[config.mk]
export PLATFORM = sky130hd
export DESIGN_NAME = cgl_range_table
export DESIGN_NICKNAME = d
export VERILOG_FILES = /design/src/rtl/cgl_pkg.sv /design/src/rtl/cgl_ram.sv /design/src/rtl/cgl_range_table.sv
export VERILOG_INCLUDE_DIRS = /design/src /design/src/rtl
export SDC_FILE = /design/constraint.sdc
export NUM_CORES = 2
export LEC_CHECK = 0
export BUFFER_PORTS_ARGS = -buffer_cell sky130_fd_sc_hd__buf_2
export CORE_ASPECT_RATIO = 1.4
export CORE_MARGIN = 5
export CORE_UTILIZATION = 62
export CTS_BUF_LIST = sky130_fd_sc_hd__clkbuf_16
export CTS_CLUSTER_DIAMETER = 100
export DETAILED_ROUTE_END_ITERATION = 7
export PLACE_DENSITY = 0.85
export SLEW_MARGIN = 10
export SYNTH_ARGS = -nofsm -noshare
export SYNTH_HDL_FRONTEND = slang
export SYNTH_HIERARCHICAL = 1
export SYNTH_SLANG_ARGS = --single-unit
[constraint.sdc]
create_clock -name clk -period 9.1 [get_ports clk]
set_clock_uncertainty 0.15 [all_clocks]
set_input_delay 2.73 -clock clk [delete_from_list [all_inputs] [get_ports clk]]
set_output_delay 2.73 -clock clk [all_outputs]
set_load 0.05 [all_outputs]
[src/rtl/codepoint_to_glyph_range_lookup_assert.svh]
// Assertion macros shared by the glyph lookup RTL.
`ifndef CODEPOINT_TO_GLYPH_RANGE_LOOKUP_ASSERT_SVH
`define CODEPOINT_TO_GLYPH_RANGE_LOOKUP_ASSERT_SVH
// Implication checked on every clock edge outside reset.
`define CGL_ASSERT_IMP(label, clk, rst_n, pre, post) \
    label: assert property (@(posedge clk) disable iff (!rst_n) (pre) |-> (post)) \
        else $error("assertion failed");
// Implication checked in the next cycle.
`define CGL_ASSERT_NEXT(label, clk, rst_n, pre, post) \
    label: assert property (@(posedge clk) disable iff (!rst_n) (pre) |=> (post)) \
        else $error("assertion failed");
`endif

[src/rtl/cgl_pkg.sv]
// ----------------------------------------------------------------------------
// cgl_pkg
// Types and constants for the codepoint to glyph lookup.
// ----------------------------------------------------------------------------
package cgl_pkg;
    localparam int MAX_RANGES = 16;
    localparam int RIDX_W = $clog2(MAX_RANGES);
    localparam int LIST_DEPTH = 4096;
    localparam int LIST_AW = $clog2(LIST_DEPTH);
    localparam int OFFSET_DEPTH = 4096;
    localparam int OFF_AW = $clog2(OFFSET_DEPTH);

    localparam logic [1:0] CMD_RANGE = 2'd0;
    localparam logic [1:0] CMD_LIST = 2'd1;
    localparam logic [1:0] CMD_OFFSET = 2'd2;
    localparam logic [1:0] CMD_LOOKUP = 2'd3;

    localparam logic [2:0] ST_FOUND = 3'd0;
    localparam logic [2:0] ST_NOT_COVERED = 3'd1;
    localparam logic [2:0] ST_REJECTED = 3'd2;
    localparam logic [2:0] ST_FORMAT = 3'd3;
    localparam logic [2:0] ST_WRITE = 3'd4;

    localparam logic [2:0] FLD_START = 3'd0;
    localparam logic [2:0] FLD_LENGTH = 3'd1;
    localparam logic [2:0] FLD_FIRST = 3'd2;
    localparam logic [2:0] FLD_LLEN = 3'd3;
    localparam logic [2:0] FLD_KIND = 3'd4;
    localparam logic [2:0] FLD_LBASE = 3'd5;
    localparam logic [2:0] FLD_OBASE = 3'd6;
    localparam logic [2:0] FLD_FLAGS = 3'd7;

    localparam logic [1:0] REG_RANGE_COUNT = 2'd0;
    localparam logic [1:0] REG_COMPRESSED = 2'd1;

    typedef struct packed {
        logic [20:0] start;
        logic [15:0] length;
        logic [15:0] first;
        logic [12:0] llen;
        logic [1:0]  kind;
        logic [11:0] lbase;
        logic [11:0] obase;
        logic [1:0]  flags;
    } range_t;

    localparam int RANGE_W = $bits(range_t);
endpackage

[src/rtl/cgl_ram.sv]
// ----------------------------------------------------------------------------
// cgl_ram
// Generic single-port write, single-port read RAM with registered read.
// ----------------------------------------------------------------------------
module cgl_ram #(
    parameter int WIDTH = 16,
    parameter int DEPTH = 4096
) (
    input  logic                     clk,
    input  logic                     we,
    input  logic [$clog2(DEPTH)-1:0] waddr,
    input  logic [WIDTH-1:0]         wdata,
    input  logic [$clog2(DEPTH)-1:0] raddr,
    output logic [WIDTH-1:0]         rdata
);
    logic [WIDTH-1:0] mem [DEPTH];

    always_ff @(posedge clk)
    begin
        if (we)
        begin
            mem[waddr] <= wdata;
        end
        rdata <= mem[raddr];
    end
endmodule

[src/rtl/cgl_range_table.sv]
// ----------------------------------------------------------------------------
// cgl_range_table
// Range entry store: one RAM, read-modify-write of single fields, with
// valid bits so that entries never written read as zero.
// ----------------------------------------------------------------------------
module cgl_range_table (
    input  logic                      clk,
    input  logic                      rst_n,
    input  logic                      wr_en,
    input  logic [cgl_pkg::RIDX_W-1:0] wr_idx,
    input  logic [2:0]                wr_field,
    input  logic [20:0]               wr_value,
    input  logic                      rd_en,
    input  logic [cgl_pkg::RIDX_W-1:0] rd_idx,
    output cgl_pkg::range_t           rd_entry,
    output logic                      busy
);
    import cgl_pkg::*;

    logic [MAX_RANGES-1:0] valid_reg, valid_next;
    logic                  pend_reg, pend_next;
    logic [RIDX_W-1:0]     pidx_reg, pidx_next;
    logic [2:0]            pfield_reg, pfield_next;
    logic [20:0]           pval_reg, pval_next;
    logic                  rvalid_reg;
    logic [RIDX_W-1:0]     ridx_reg;
    logic [RANGE_W-1:0]    ram_q;
    range_t                cur, upd;
    logic                  we;
    logic [RIDX_W-1:0]     raddr;

    // A field write first reads the entry, then writes it back in the next cycle.
    assign raddr = wr_en ? wr_idx : rd_idx;
    assign we = pend_reg;
    assign busy = pend_reg;
    assign cur = range_t'(valid_reg[ridx_reg] ? ram_q : '0);
    assign rd_entry = cur;

    always_comb
    begin
        upd = cur;
        case (pfield_reg)
            FLD_START:  upd.start = pval_reg;
            FLD_LENGTH: upd.length = pval_reg[15:0];
            FLD_FIRST:  upd.first = pval_reg[15:0];
            FLD_LLEN:   upd.llen = pval_reg[12:0];
            FLD_KIND:   upd.kind = pval_reg[1:0];
            FLD_LBASE:  upd.lbase = pval_reg[11:0];
            FLD_OBASE:  upd.obase = pval_reg[11:0];
            default:    upd.flags = pval_reg[1:0];
        endcase
        pend_next = wr_en;
        pidx_next = wr_en ? wr_idx : pidx_reg;
        pfield_next = wr_en ? wr_field : pfield_reg;
        pval_next = wr_en ? wr_value : pval_reg;
        valid_next = valid_reg;
        if (pend_reg)
        begin
            valid_next[pidx_reg] = 1'b1;
        end
    end

    cgl_ram #(.WIDTH(RANGE_W), .DEPTH(MAX_RANGES)) u_ram (
        .clk   (clk),
        .we    (we),
        .waddr (pidx_reg),
        .wdata (RANGE_W'(upd)),
        .raddr (raddr),
        .rdata (ram_q)
    );

    always_ff @(posedge clk or negedge rst_n)
    begin
        if (!rst_n)
        begin
            valid_reg <= '0;
            pend_reg <= 1'b0;
            rvalid_reg <= 1'b0;
        end
        else
        begin
            valid_reg <= valid_next;
            pend_reg <= pend_next;
            rvalid_reg <= wr_en | rd_en;
        end
    end

    always_ff @(posedge clk)
    begin
        pidx_reg <= pidx_next;
        pfield_reg <= pfield_next;
        pval_reg <= pval_next;
        ridx_reg <= raddr;
    end

    `include "codepoint_to_glyph_range_lookup_assert.svh"
    `CGL_ASSERT_NEXT(a_wr_pend, clk, rst_n, wr_en, pend_reg)
    `CGL_ASSERT_IMP(a_pend_read, clk, rst_n, pend_reg, rvalid_reg)
    `CGL_ASSERT_NEXT(a_valid_set, clk, rst_n, pend_reg, valid_reg[$past(pidx_reg)])
endmodule

==> impl_metrics.yaml <==
cts:
  htree_levels: 4
  numClockSinks: 1647
  clkTransAtPathRegs_ns: 0.06
  clockRootBuffer: "clkbuf_16"
  clk_path_buf_depth: 3
  insertion_delay_ns: 0.76
  postCtsHoldBufs: 0
  cts_buffers: 143
  cts_tree: "yes"
  ctsResizeCount: 0
  postCtsSetupBuffers: 0
timing:
  finalCriticalPeriod_ns: 6.30
  whs_ns: 0.322
  setup_violations: 0
  finalWorstSetupSlack_ns: 2.80
  relSlewSlack_pct: 14.8
  rsz0062_at_grt: "no"
  slew_viol_final: 0
  fin_crit_sh_pct: 69.2
  hold_viol: 0
  fmax_ghz: 0.159
  finalSetupTns_ns: 0
  tightest_slew_ns: 1.28
worst_hold_path:
  worst_hold_startpoint: "valid_reg[8]$_DFFE_PN0P_"
  worstHoldPathType: "reg -> reg"
  hold_depth: 1
  hold_path_end: "valid_reg[8]$_DFFE_PN0P_"
detailed_routing:
  highest_layer: "met5"
  vias: 32600
  viasPerCell: 7.18
  drt_first_pass_iters: 6
  drt_wl_total_um: 167000
  wl_per_cell_um: 36.7
  wl_met2_um: 81700
  drt-initial-drc-count: 5824
  met1_length_um: 52100
  detail-route-antenna-nets: 0
  drc: 0
  dr_wl_met3_um: 21800
yosys:
  synthDistinctLibCells: 38
  synth_ff_type: "edfxtp_1"
  yosys_register_bits: 1647
  muxShareOfSynthArea_pct: 14.0
  ys_async_sr_fraction_pct: 1.03
  yosysSeqAreaShare_pct: 78.2
  synth_nets: 2952
  synthSimpleGateAreaFrac_pct: 3.04
  synthTopCellsByArea: "edfxtp_1 (74%), mux4_2 (14%), dfxtp_1 (3.2%)"
  syn_area_um2: 61800
  synth.most_common_cell: "edfxtp_1"
  synth-adder-area-share_pct: 0
  synth_top_area_share_pct: 74.4
  synth_top_cell_by_area: "edfxtp_1"
  synth_edf_count: 1532
  syn_area_per_cell_um2: 21.2
  yosysWarningCount: 6
  synthXorXnorAreaFrac_pct: 0
  synth-compound-area-share_pct: 3.30
  synth_cells: 2916
  synth_top_family_by_area: "multiplexers"
  synthTopCellsByCount: "edfxtp_1 (1532), mux4_2 (377), nand2_1 (271), a22oi_1 (188), dfxtp_1 (98)"
power_and_ir_drop:
  combPwrFrac_pct: 13.0
  intPower_uw: 12900
  p_leak_uw: 0.0225
  sw_frac_of_total_pct: 26.3
  power.switching_uw: 4600
  ir_drop_mv: 0.186
  pwr-share-seq_pct: 52.9
  clkPwrFrac_pct: 34.1
  powerDensity_nw_per_um2: 254
global_routing:
  grt_pass1_vias: 34000
  grt_max_degree: 136
  grt_pass1_wl_um: 238000
  grt_usage_pct: 31.3
  overflow: 0
  antenna_found_initial: 8
die:
  rows: 137
  die_w_um: 277
  io_pins: 131
  start_util_pct: 62.2
  core_area_um2: 99400
  dieArea_um2: 106000
  chipHeight_um: 384
critical_path:
  r2r-end: "u_ram/mem[0][37]$_DFFE_PP_"
  r2r-start: "busy$_DFF_PN0_"
  critPathMaxStageDelay_ns: 0.55
  critical_path_required_ns: 6.22
  rrSetupSlack_ns: 4.93
  cp.arrival_ns: 3.42
  critPathKind: "reg -> out"
  start_kind: "flop"
  critPathSlowestCell: "mux2i_4"
  crit_path_start: "ridx_reg[3]$_DFF_P_"
  cp_max_fo: 74
  reg2regPathDepth: 4
  critPathCaptureType: "primary output"
  critical_path.cell_chain: "mux4_1 -> mux2i_1 -> mux2i_4 -> buf_12 -> and2_1 -> buf_2"
placement:
  io_buffers: 129
  hpwl_um: 74300
  pre_cts_ws_ns: 2.87
  place_area_um2: 64100
  gp_congestion: 0.739
final_layout:
  largest_register_ffs: 1504
  layout-drive-gt1-share_pct: 25.1
  finalNetCount: 3131
  final_area_um2: 68700
  area_growth_syn_to_layout_pct: 11.1
run:
  drv_cap: 0
outcome:
  status: "completed"
power groups by stage:
stage	Sequential [µW]	Clock [µW]	Combinational, µW
after floorplan	9290	0	1520
after detailed placement	9390	0	2140
after CTS	9250	5990	2200
after global routing	9250	6340	2380
final	9240	5960	2280
after global placement	9360	0	2030
layer usage:
metal  up-vias  track usage, %
met5         -               0
li1      12400               -
met2      3086            50.7
met3       666            8.21
met4        18            17.1
met1     16500            39.4
metrics by stage:
step	instances	power [µW]	utilization, %
CTS	4518	17400	69.0
finish	4537	17500	69.1
floorplan	2916	10800	-
detailed placement	4254	11500	64.4
global placement	4254	11400	64.4
global route	4534	18000	69.1
critical path, delay by kind of cell, from the launching register on:
kind	cells	cell delay, ns
buffers and inverters	2	0.80
DFF	1	0.47
muxes	3	0.97
and+or+nand+nor	1	0.37
worst max path at each step:
stage	to	slack (ns)	cells past startpoint
finish	rd_entry[56]	2.80	6
global route	rd_entry[56]	2.64	6
CTS	rd_entry[8]	2.74	6
detailed placement	u_ram/rdata[35]$_DFF_P_	2.87	7
global placement	u_ram/rdata[35]$_DFF_P_	2.96	7
floorplan	u_ram/mem[0][0]$_DFFE_PP_	0.72	2
cells in the final DEF, fill, tap and decap left out, drive strengths merged, types with 66 or more instances in the layout:
cell type / netlist / routed
a22oi: 188 / 188
and2: 96 / 96
buf: 90 / 199
clkbuf: 75 / 151
clkinv: 0 / 66
dfxtp: 98 / 98
edfxtp: 1532 / 1532
mux4: 380 / 380
nand2: 271 / 271
o21ai: 78 / 78
logic make-up (layout without fill, tap and decap cells):
family          Yosys count  count (layout)
compound gates          298             298
buf+inv                 170             468
flops                  1647            1647
mux                     388             388
other cells               0               3
simple gates            413             413
cell type report:
class,instances,area [µm²]
antenna,3,7.51
sequential,1647,48400
clock inverter,113,736
tap,1320,1650
fill,5495,30700
inverter,5,18.8
multi-input combinational,1099,12800
timing repair buffer,199,1350
clock buffer,151,3780
Note: power is estimated with default switching activity, not from simulation.
