## config.mk

```make
export PLATFORM = sky130hd
export DESIGN_NAME = cgl_lookup_ctrl
export DESIGN_NICKNAME = d
export VERILOG_FILES = /design/src/rtl/cgl_pkg.sv /design/src/rtl/cgl_lookup_ctrl.sv
export VERILOG_INCLUDE_DIRS = /design/src /design/src/rtl
export SDC_FILE = /design/constraint.sdc
export NUM_CORES = 1
export LEC_CHECK = 0
export ABC_AREA = 1
export BUFFER_PORTS_ARGS = -buffer_cell sky130_fd_sc_hd__buf_2
export CAP_MARGIN = 20
export CORE_AREA = 2 2 151 153
export CTS_CLUSTER_DIAMETER = 100
export DETAILED_ROUTE_END_ITERATION = 6
export DIE_AREA = 0 0 153 155
export HOLD_SLACK_MARGIN = 0.15
export PLACE_DENSITY_LB_ADDON = 0.15
export SLEW_MARGIN = 20
export SYNTH_ARGS = -nofsm -noshare
export SYNTH_HDL_FRONTEND = slang
export SYNTH_SLANG_ARGS = --single-unit
```

## constraint.sdc

```tcl
create_clock -name clk -period 9.1 [get_ports clk]
set_input_delay 1.82 -clock clk [delete_from_list [all_inputs] [get_ports clk]]
set_output_delay 1.82 -clock clk [all_outputs]
set_load 0.02 [all_outputs]
```

## src/rtl/codepoint_to_glyph_range_lookup_assert.svh

```systemverilog
// Assertion macros shared by the glyph lookup RTL.
`ifndef CODEPOINT_TO_GLYPH_RANGE_LOOKUP_ASSERT_SVH
`define CODEPOINT_TO_GLYPH_RANGE_LOOKUP_ASSERT_SVH
// Implication checked on every clock edge outside reset.
`define CGL_ASSERT_IMP(label, clk, rst_n, pre, post) \
    label: assert property (@(posedge clk) disable iff (!rst_n) (pre) |-> (post)) \
        else $error("assertion failed");
// Implication checked in the next cycle.
`define CGL_ASSERT_NEXT(label, clk, rst_n, pre, post) \
    label: assert property (@(posedge clk) disable iff (!rst_n) (pre) |=> (post)) \
        else $error("assertion failed");
`endif

```

## src/rtl/cgl_pkg.sv

```systemverilog
// ----------------------------------------------------------------------------
// cgl_pkg
// Types and constants for the codepoint to glyph lookup.
// ----------------------------------------------------------------------------
package cgl_pkg;
    localparam int MAX_RANGES = 16;
    localparam int RIDX_W = $clog2(MAX_RANGES);
    localparam int LIST_DEPTH = 4096;
    localparam int LIST_AW = $clog2(LIST_DEPTH);
    localparam int OFFSET_DEPTH = 4096;
    localparam int OFF_AW = $clog2(OFFSET_DEPTH);

    localparam logic [1:0] CMD_RANGE = 2'd0;
    localparam logic [1:0] CMD_LIST = 2'd1;
    localparam logic [1:0] CMD_OFFSET = 2'd2;
    localparam logic [1:0] CMD_LOOKUP = 2'd3;

    localparam logic [2:0] ST_FOUND = 3'd0;
    localparam logic [2:0] ST_NOT_COVERED = 3'd1;
    localparam logic [2:0] ST_REJECTED = 3'd2;
    localparam logic [2:0] ST_FORMAT = 3'd3;
    localparam logic [2:0] ST_WRITE = 3'd4;

    localparam logic [2:0] FLD_START = 3'd0;
    localparam logic [2:0] FLD_LENGTH = 3'd1;
    localparam logic [2:0] FLD_FIRST = 3'd2;
    localparam logic [2:0] FLD_LLEN = 3'd3;
    localparam logic [2:0] FLD_KIND = 3'd4;
    localparam logic [2:0] FLD_LBASE = 3'd5;
    localparam logic [2:0] FLD_OBASE = 3'd6;
    localparam logic [2:0] FLD_FLAGS = 3'd7;

    localparam logic [1:0] REG_RANGE_COUNT = 2'd0;
    localparam logic [1:0] REG_COMPRESSED = 2'd1;

    typedef struct packed {
        logic [20:0] start;
        logic [15:0] length;
        logic [15:0] first;
        logic [12:0] llen;
        logic [1:0]  kind;
        logic [11:0] lbase;
        logic [11:0] obase;
        logic [1:0]  flags;
    } range_t;

    localparam int RANGE_W = $bits(range_t);
endpackage

```

## src/rtl/cgl_lookup_ctrl.sv

```systemverilog
// ----------------------------------------------------------------------------
// cgl_lookup_ctrl
// Sequencer: range scan, binary search in the code list, offset fetch.
// ----------------------------------------------------------------------------
module cgl_lookup_ctrl (
    input  logic                        clk,
    input  logic                        rst_n,
    input  logic                        start,
    input  logic [20:0]                 codepoint,
    input  logic [4:0]                  range_count,
    input  logic                        compressed_format,
    output logic                        rd_en,
    output logic [cgl_pkg::RIDX_W-1:0]  rd_idx,
    input  cgl_pkg::range_t             entry,
    output logic [cgl_pkg::LIST_AW-1:0] list_raddr,
    input  logic [15:0]                 list_q,
    output logic [cgl_pkg::OFF_AW-1:0]  off_raddr,
    input  logic [15:0]                 off_q,
    output logic                        done,
    output logic [2:0]                  status,
    output logic [17:0]                 glyph_id,
    output logic                        busy
);
    import cgl_pkg::*;

    localparam logic [2:0] S_IDLE = 3'd0;
    localparam logic [2:0] S_RREAD = 3'd1;
    localparam logic [2:0] S_RCHK = 3'd2;
    localparam logic [2:0] S_PROBE = 3'd3;
    localparam logic [2:0] S_PCHK = 3'd4;
    localparam logic [2:0] S_FINAL = 3'd5;
    localparam logic [2:0] S_OFF = 3'd6;

    logic [2:0]   state_reg, state_next;
    logic [20:0]  cp_reg, cp_next;
    logic [8:0]   r_reg, r_next;
    logic [8:0]   n_reg, n_next;
    range_t       ent_reg, ent_next;
    logic [15:0]  rel_reg, rel_next;
    logic [12:0]  lo_reg, lo_next;
    logic [12:0]  hi_reg, hi_next;
    logic [12:0]  probe;
    logic [15:0]  pos_reg, pos_next;
    logic         done_next;
    logic [2:0]   status_reg, status_next;
    logic [17:0]  gid_reg, gid_next;
    logic [21:0]  diff;
    logic [17:0]  gsum;
    logic [17:0]  gfinal;
    logic [15:0]  offadd;
    logic         dense;

    assign probe = lo_reg + ((hi_reg - lo_reg) >> 1);
    assign diff = {1'b0, cp_reg} - {1'b0, entry.start};
    assign dense = ~ent_reg.kind[0];
    assign gsum = 18'(ent_reg.first) + 18'(pos_reg);
    assign offadd = (ent_reg.kind == 2'd1) ? off_q : {8'd0, off_q[7:0]};
    assign gfinal = gsum + 18'(offadd);
    assign rd_en = (state_reg == S_RREAD);
    assign rd_idx = r_reg[RIDX_W-1:0];
    assign list_raddr = LIST_AW'(ent_reg.lbase + ((state_reg == S_FINAL) ? lo_reg[11:0]
                                                                          : probe[11:0]));
    assign off_raddr = OFF_AW'(ent_reg.obase + pos_reg[11:0]);
    assign busy = (state_reg != S_IDLE);
    assign status = status_reg;
    assign glyph_id = gid_reg;

    always_comb
    begin
        state_next = state_reg;
        cp_next = cp_reg;
        r_next = r_reg;
        n_next = n_reg;
        ent_next = ent_reg;
        rel_next = rel_reg;
        lo_next = lo_reg;
        hi_next = hi_reg;
        pos_next = pos_reg;
        done_next = 1'b0;
        status_next = status_reg;
        gid_next = gid_reg;
        case (state_reg)
            S_IDLE:
            begin
                if (start)
                begin
                    cp_next = codepoint;
                    r_next = '0;
                    n_next = (range_count > 5'(MAX_RANGES)) ? 9'(MAX_RANGES) : 9'(range_count);
                    gid_next = '0;
                    if (compressed_format)
                    begin
                        status_next = ST_FORMAT;
                        done_next = 1'b1;
                    end
                    else
                    begin
                        state_next = S_RREAD;
                    end
                end
            end
            S_RREAD:
            begin
                if (r_reg >= n_reg)
                begin
                    status_next = ST_NOT_COVERED;
                    done_next = 1'b1;
                    state_next = S_IDLE;
                end
                else
                begin
                    state_next = S_RCHK;
                end
            end
            S_RCHK:
            begin
                ent_next = entry;
                rel_next = diff[15:0];
                r_next = r_reg + 9'd1;
                state_next = S_RREAD;
                if (!diff[21] && diff[20:0] < {5'd0, entry.length})
                begin
                    if (!entry.kind[0])
                    begin
                        pos_next = diff[15:0];
                        hi_next = '0;
                        state_next = entry.flags[1] ? S_OFF : S_FINAL;
                    end
                    else if (!entry.flags[0])
                    begin
                        status_next = ST_REJECTED;
                        done_next = 1'b1;
                        state_next = S_IDLE;
                    end
                    else
                    begin
                        lo_next = '0;
                        hi_next = entry.llen;
                        state_next = S_PROBE;
                    end
                end
            end
            S_PROBE:
            begin
                // List read address for the probe is presented this cycle.
                if (lo_reg < hi_reg)
                begin
                    state_next = S_PCHK;
                end
                else if (lo_reg >= ent_reg.llen)
                begin
                    state_next = S_RREAD;
                end
                else
                begin
                    state_next = S_FINAL;
                end
            end
            S_PCHK:
            begin
                if (list_q < rel_reg)
                begin
                    lo_next = probe + 13'd1;
                end
                else
                begin
                    hi_next = probe;
                end
                state_next = S_PROBE;
            end
            S_FINAL:
            begin
                // Dense: plain result; sparse: the list word at lower is read, then checked on revisit.
                if (dense)
                begin
                    gid_next = gsum;
                    status_next = (gsum == '0) ? ST_REJECTED : ST_FOUND;
                    if (gsum == '0)
                    begin
                        gid_next = '0;
                    end
                    done_next = 1'b1;
                    state_next = S_IDLE;
                end
                else
                begin
                    state_next = S_FINAL;
                    if (pos_reg != {3'd0, lo_reg} || hi_reg != 13'h1fff)
                    begin
                        // first visit: the read of the list word is in flight
                        pos_next = {3'd0, lo_reg};
                        hi_next = 13'h1fff;
                    end
                    else if (list_q != rel_reg)
                    begin
                        state_next = S_RREAD;
                    end
                    else if (ent_reg.flags[1])
                    begin
                        state_next = S_OFF;
                    end
                    else
                    begin
                        status_next = (gsum == '0) ? ST_REJECTED : ST_FOUND;
                        gid_next = (gsum == '0) ? '0 : gsum;
                        done_next = 1'b1;
                        state_next = S_IDLE;
                    end
                end
            end
            S_OFF:
            begin
                // The offset word read address is held; the data is valid on revisit.
                if (hi_reg != 13'h1ffe)
                begin
                    hi_next = 13'h1ffe;
                end
                else
                begin
                    status_next = (gfinal == '0) ? ST_REJECTED : ST_FOUND;
                    gid_next = (gfinal == '0) ? '0 : gfinal;
                    done_next = 1'b1;
                    state_next = S_IDLE;
                end
            end
            default:
            begin
                state_next = S_IDLE;
            end
        endcase
    end

    always_ff @(posedge clk or negedge rst_n)
    begin
        if (!rst_n)
        begin
            state_reg <= S_IDLE;
            done <= 1'b0;
        end
        else
        begin
            state_reg <= state_next;
            done <= done_next;
        end
    end

    always_ff @(posedge clk)
    begin
        cp_reg <= cp_next;
        r_reg <= r_next;
        n_reg <= n_next;
        ent_reg <= ent_next;
        rel_reg <= rel_next;
        lo_reg <= lo_next;
        hi_reg <= hi_next;
        pos_reg <= pos_next;
        status_reg <= status_next;
        gid_reg <= gid_next;
    end

    `include "codepoint_to_glyph_range_lookup_assert.svh"
    `CGL_ASSERT_IMP(a_start_idle, clk, rst_n, start, state_reg == S_IDLE)
    `CGL_ASSERT_NEXT(a_done_idle, clk, rst_n, done_next, state_reg == S_IDLE)
    `CGL_ASSERT_IMP(a_found_nz, clk, rst_n, done && status_reg == ST_FOUND, gid_reg != '0)
endmodule

```

==> flow_summary_export.csv <==
group,metric,value,unit
finish,register_area,5170,sq um
synthesis,yosys.cell_types.count,58,
synthesis,synth_compound_area_share,11.3,%
pwr,p_leak,0.00771,uW
route,wl_per_cell,17.2,um
synthesis,async_reset_ff_share,2.31,%
worst_setup_path,cp_max_fo,5,
finish,syn_to_final_growth,14.6,%
clock_network,clock-root-buffer,"clkbuf_16",
placement,gp_congestion,0.995,
route,wl,37600,um
sta,timing.hold.ws,0.672,ns
worst_setup_path,rr_startpoint,"cp_reg[0]",
sta,slew_headroom,25.1,%
sta,clock.fmax,0.139,GHz
synthesis,netlist_area,13600,sq um
route,firstDrtPassIters,6,
sta,fin_crit_sh,79.1,%
placement,port_buffers,206,
sta,fin_crit,7.20,ns
finish,largest_reg_flops,56,
hold_path,min_from,"r_reg[8]",
status,outcome,"finished clean",
sta,grt_setup_unrepaired,"false",
clock_network,ctsResizeCount,0,
route,drtAntennaViolNets,0,
finish,fin_nets,2207,
clock_network,cts_tree,"built",
synthesis,yosys.area_share.simple,20.9,%
sta,tightest_slew,1.12,ns
sta,fin_tns_setup,0,ns
placement,placed_area,15000,sq um
hold_path,hold_depth,2,
synthesis,synth_edf_count,169,
global_route,first_global_vias,12069,
pwr,power_density,249,nW/um^2
finish,final_common_cell,"nand2_1",
floorplanning,coreArea,22200,sq um
clock_network,path_clk_slew,0.08,ns
finish,fin_area,15600,sq um
floorplanning,die_area,23700,sq um
worst_setup_path,crit_type,"flop to output port",
sta,clock_skew,0.0189,ns
sta,setup-violations-final,0,
clock_network,clock_latency,0.44,ns
route,routed-via-count,12308,
clock_network,cts_hold_buf,0,
synthesis,synth-adder-area-share,14.9,%
floorplanning,start_util,61.3,%
synthesis,ys_ff_latch,173,
worst_setup_path,crit_arrival,5.38,ns
finish,fillCellCount,1795,
worst_setup_path,reg2reg_depth,24,
worst_setup_path,worstReg2RegEnd,"lo_reg[3]",
pwr,peakVddDrop,0.000155,V
synthesis,synth_top_family_by_area,"simple AND/OR/NAND/NOR gates",
synthesis,synth_area_per_cell,8.11,sq um
global_route,grt_max_degree,80,
worst_setup_path,crit_required,7.28,ns
finish,multi_input_area,7190,sq um
synthesis,ys.flop_type,"edfxtp_1",
placement,dp_slack,2.55,ns
finish,drive_gt1_share,15.0,%
synthesis,post_synth_inst_count,1679,
finish,final_cell_mix,"nand2_1, inv_1, buf_2",
route,vias_per_cell,5.61,
synthesis,synth_warnings,0,
synthesis,synthXorXnorAreaFrac,5.53,%
clock_network,htree_levels,4,
sta,fin_ws,1.90,ns
floorplanning,die_x,153,um
synthesis,synth_mux_area_share,0,%
clock_network,cts_setup_buffers,0,
route,drt_drc_violations_left,0,
synthesis,yosysSeqAreaShare,38.0,%
clock_network,cts_made_buffers,17,
flow_run,drv_cap,0,
hold_path,hold_path_end,"r_reg[8]",
placement,dp_hpwl,30000,um
worst_setup_path,critPathCaptureType,"output port",
clock_network,clk_path_buf_depth,2,
global_route,grtUsageTotal,31.9,%
route,drt_iter0_drc,968,
clock_network,cts.sinks,173,
global_route,overflow,0,
floorplanning,die_h,155,um
synthesis,syn-num-nets,1993,
worst_setup_path,r2r_setup_slack,4.78,ns
global_route,grt_pass1_wl,59300,um
worst_setup_path,start_kind,"flop",
global_route,antenna_found_initial,3,
floorplanning,ios,208,
sta,drv_slew,0,
floorplanning,num_rows,55,
sta,finalHoldViolCount,0,
hold_path,min_path_type,"flop to flop",
worst max-delay path by stage:
stage	startpoint	to	slack (ns)	cells after the start
6_report	lo_reg[3]	list_raddr[11]	1.90	26
5_1_grt	lo_reg[3]	list_raddr[11]	1.54	26
4_1_cts	lo_reg[3]	list_raddr[11]	1.99	26
3_5_place_dp	lo_reg[3]	list_raddr[11]	2.55	26
3_3_place_gp	lo_reg[3]	list_raddr[11]	2.82	26
2_1_floorplan	lo_reg[3]	list_raddr[11]	3.11	23
synthesized netlist by cell type, types with 3 or more instances:
master | n | area, sq um
nor3b_1 | 3 | 22.5
clkbuf_1 | 13 | 48.8
xor2_1 | 42 | 368
a21oi_1 | 130 | 651
nand2_1 | 352 | 1320
a22o_1 | 5 | 43.8
o22ai_1 | 10 | 62.6
edfxtp_1 | 169 | 5070
nor3_1 | 21 | 105
o21a_1 | 4 | 30.0
nand4_1 | 29 | 181
nand2_2 | 7 | 43.8
inv_1 | 307 | 1150
nor2_2 | 4 | 25.0
o21ai_0 | 87 | 435
a221o_1 | 3 | 30.0
fa_1 | 7 | 140
xnor2_1 | 29 | 254
nand3_1 | 78 | 390
dfrtp_1 | 4 | 100
or2_2 | 5 | 31.3
buf_4 | 5 | 37.5
o21ai_1 | 3 | 15.0
o21bai_1 | 12 | 90.1
a21o_1 | 5 | 37.5
ha_1 | 151 | 1890
nor2_1 | 140 | 526
nand3b_1 | 7 | 52.6
o211ai_1 | 4 | 30.0
nor4_1 | 6 | 37.5
cell families after synthesis:
kind of cell    count (synthesis)
fa+ha+maj                     158
xor+xnor                       77
flops                         173
compound gates                277
buf+inv                       331
other cells                     1
simple gates                  662
through the flow:
stage | std cells | total power, uW | utilization, %
6_report | 2192 | 3880 | 70.2
5_1_grt | 2192 | 4140 | 70.2
4_1_cts | 2191 | 3860 | 70.2
3_5_place_dp | 2159 | 3080 | 67.4
3_3_place_gp | 2159 | 3030 | 67.4
2_1_floorplan | 1679 | 2540 | -
layer usage:
metal	routed length, um	GRT usage [%]
met2	18200	55.4
met5	5	0
met3	3390	6.49
met1	14500	38.6
met4	1560	13.9
power by group:
part | internal, uW | switching (uW)
clock | 437 | 341
combinational | 678 | 1320
sequential | 1040 | 58.0
final cells by class:
| class | instances | share of cell area, % |
|---|---|---|
| multi-input combinational | 1175 | 46.1 |
| sequential | 173 | 33.2 |
| inverter | 310 | 7.47 |
| timing repair buffer | 216 | 7.09 |
| clock buffer | 17 | 2.73 |
| tap | 285 | 2.29 |
| clock inverter | 15 | 1.19 |
| antenna | 1 | 0.0160 |
worst max-delay path, cell delays in order (launching register included):
cell and delay [ns]:
edfxtp_1 0.43, inv_1 0.18, ha_1 0.31, nand2_1 0.14
nor2_1 0.06, nor3b_1 0.35, o21ai_0 0.24, a221oi_1 0.50
xnor2_1 0.13, ha_1 0.37, nand2_1 0.09, o21ai_0 0.24
inv_1 0.08, nand2_2 0.12, nand2_1 0.08, nand2_1 0.06
nand2_1 0.04, nand2_1 0.12, o21ai_0 0.12, ha_1 0.37
nand2_1 0.09, nor2_1 0.14, nand3_1 0.10, o2111ai_1 0.12
xnor2_1 0.17, xnor2_1 0.13, buf_2 0.18
Power figures use the tool's default switching activity.
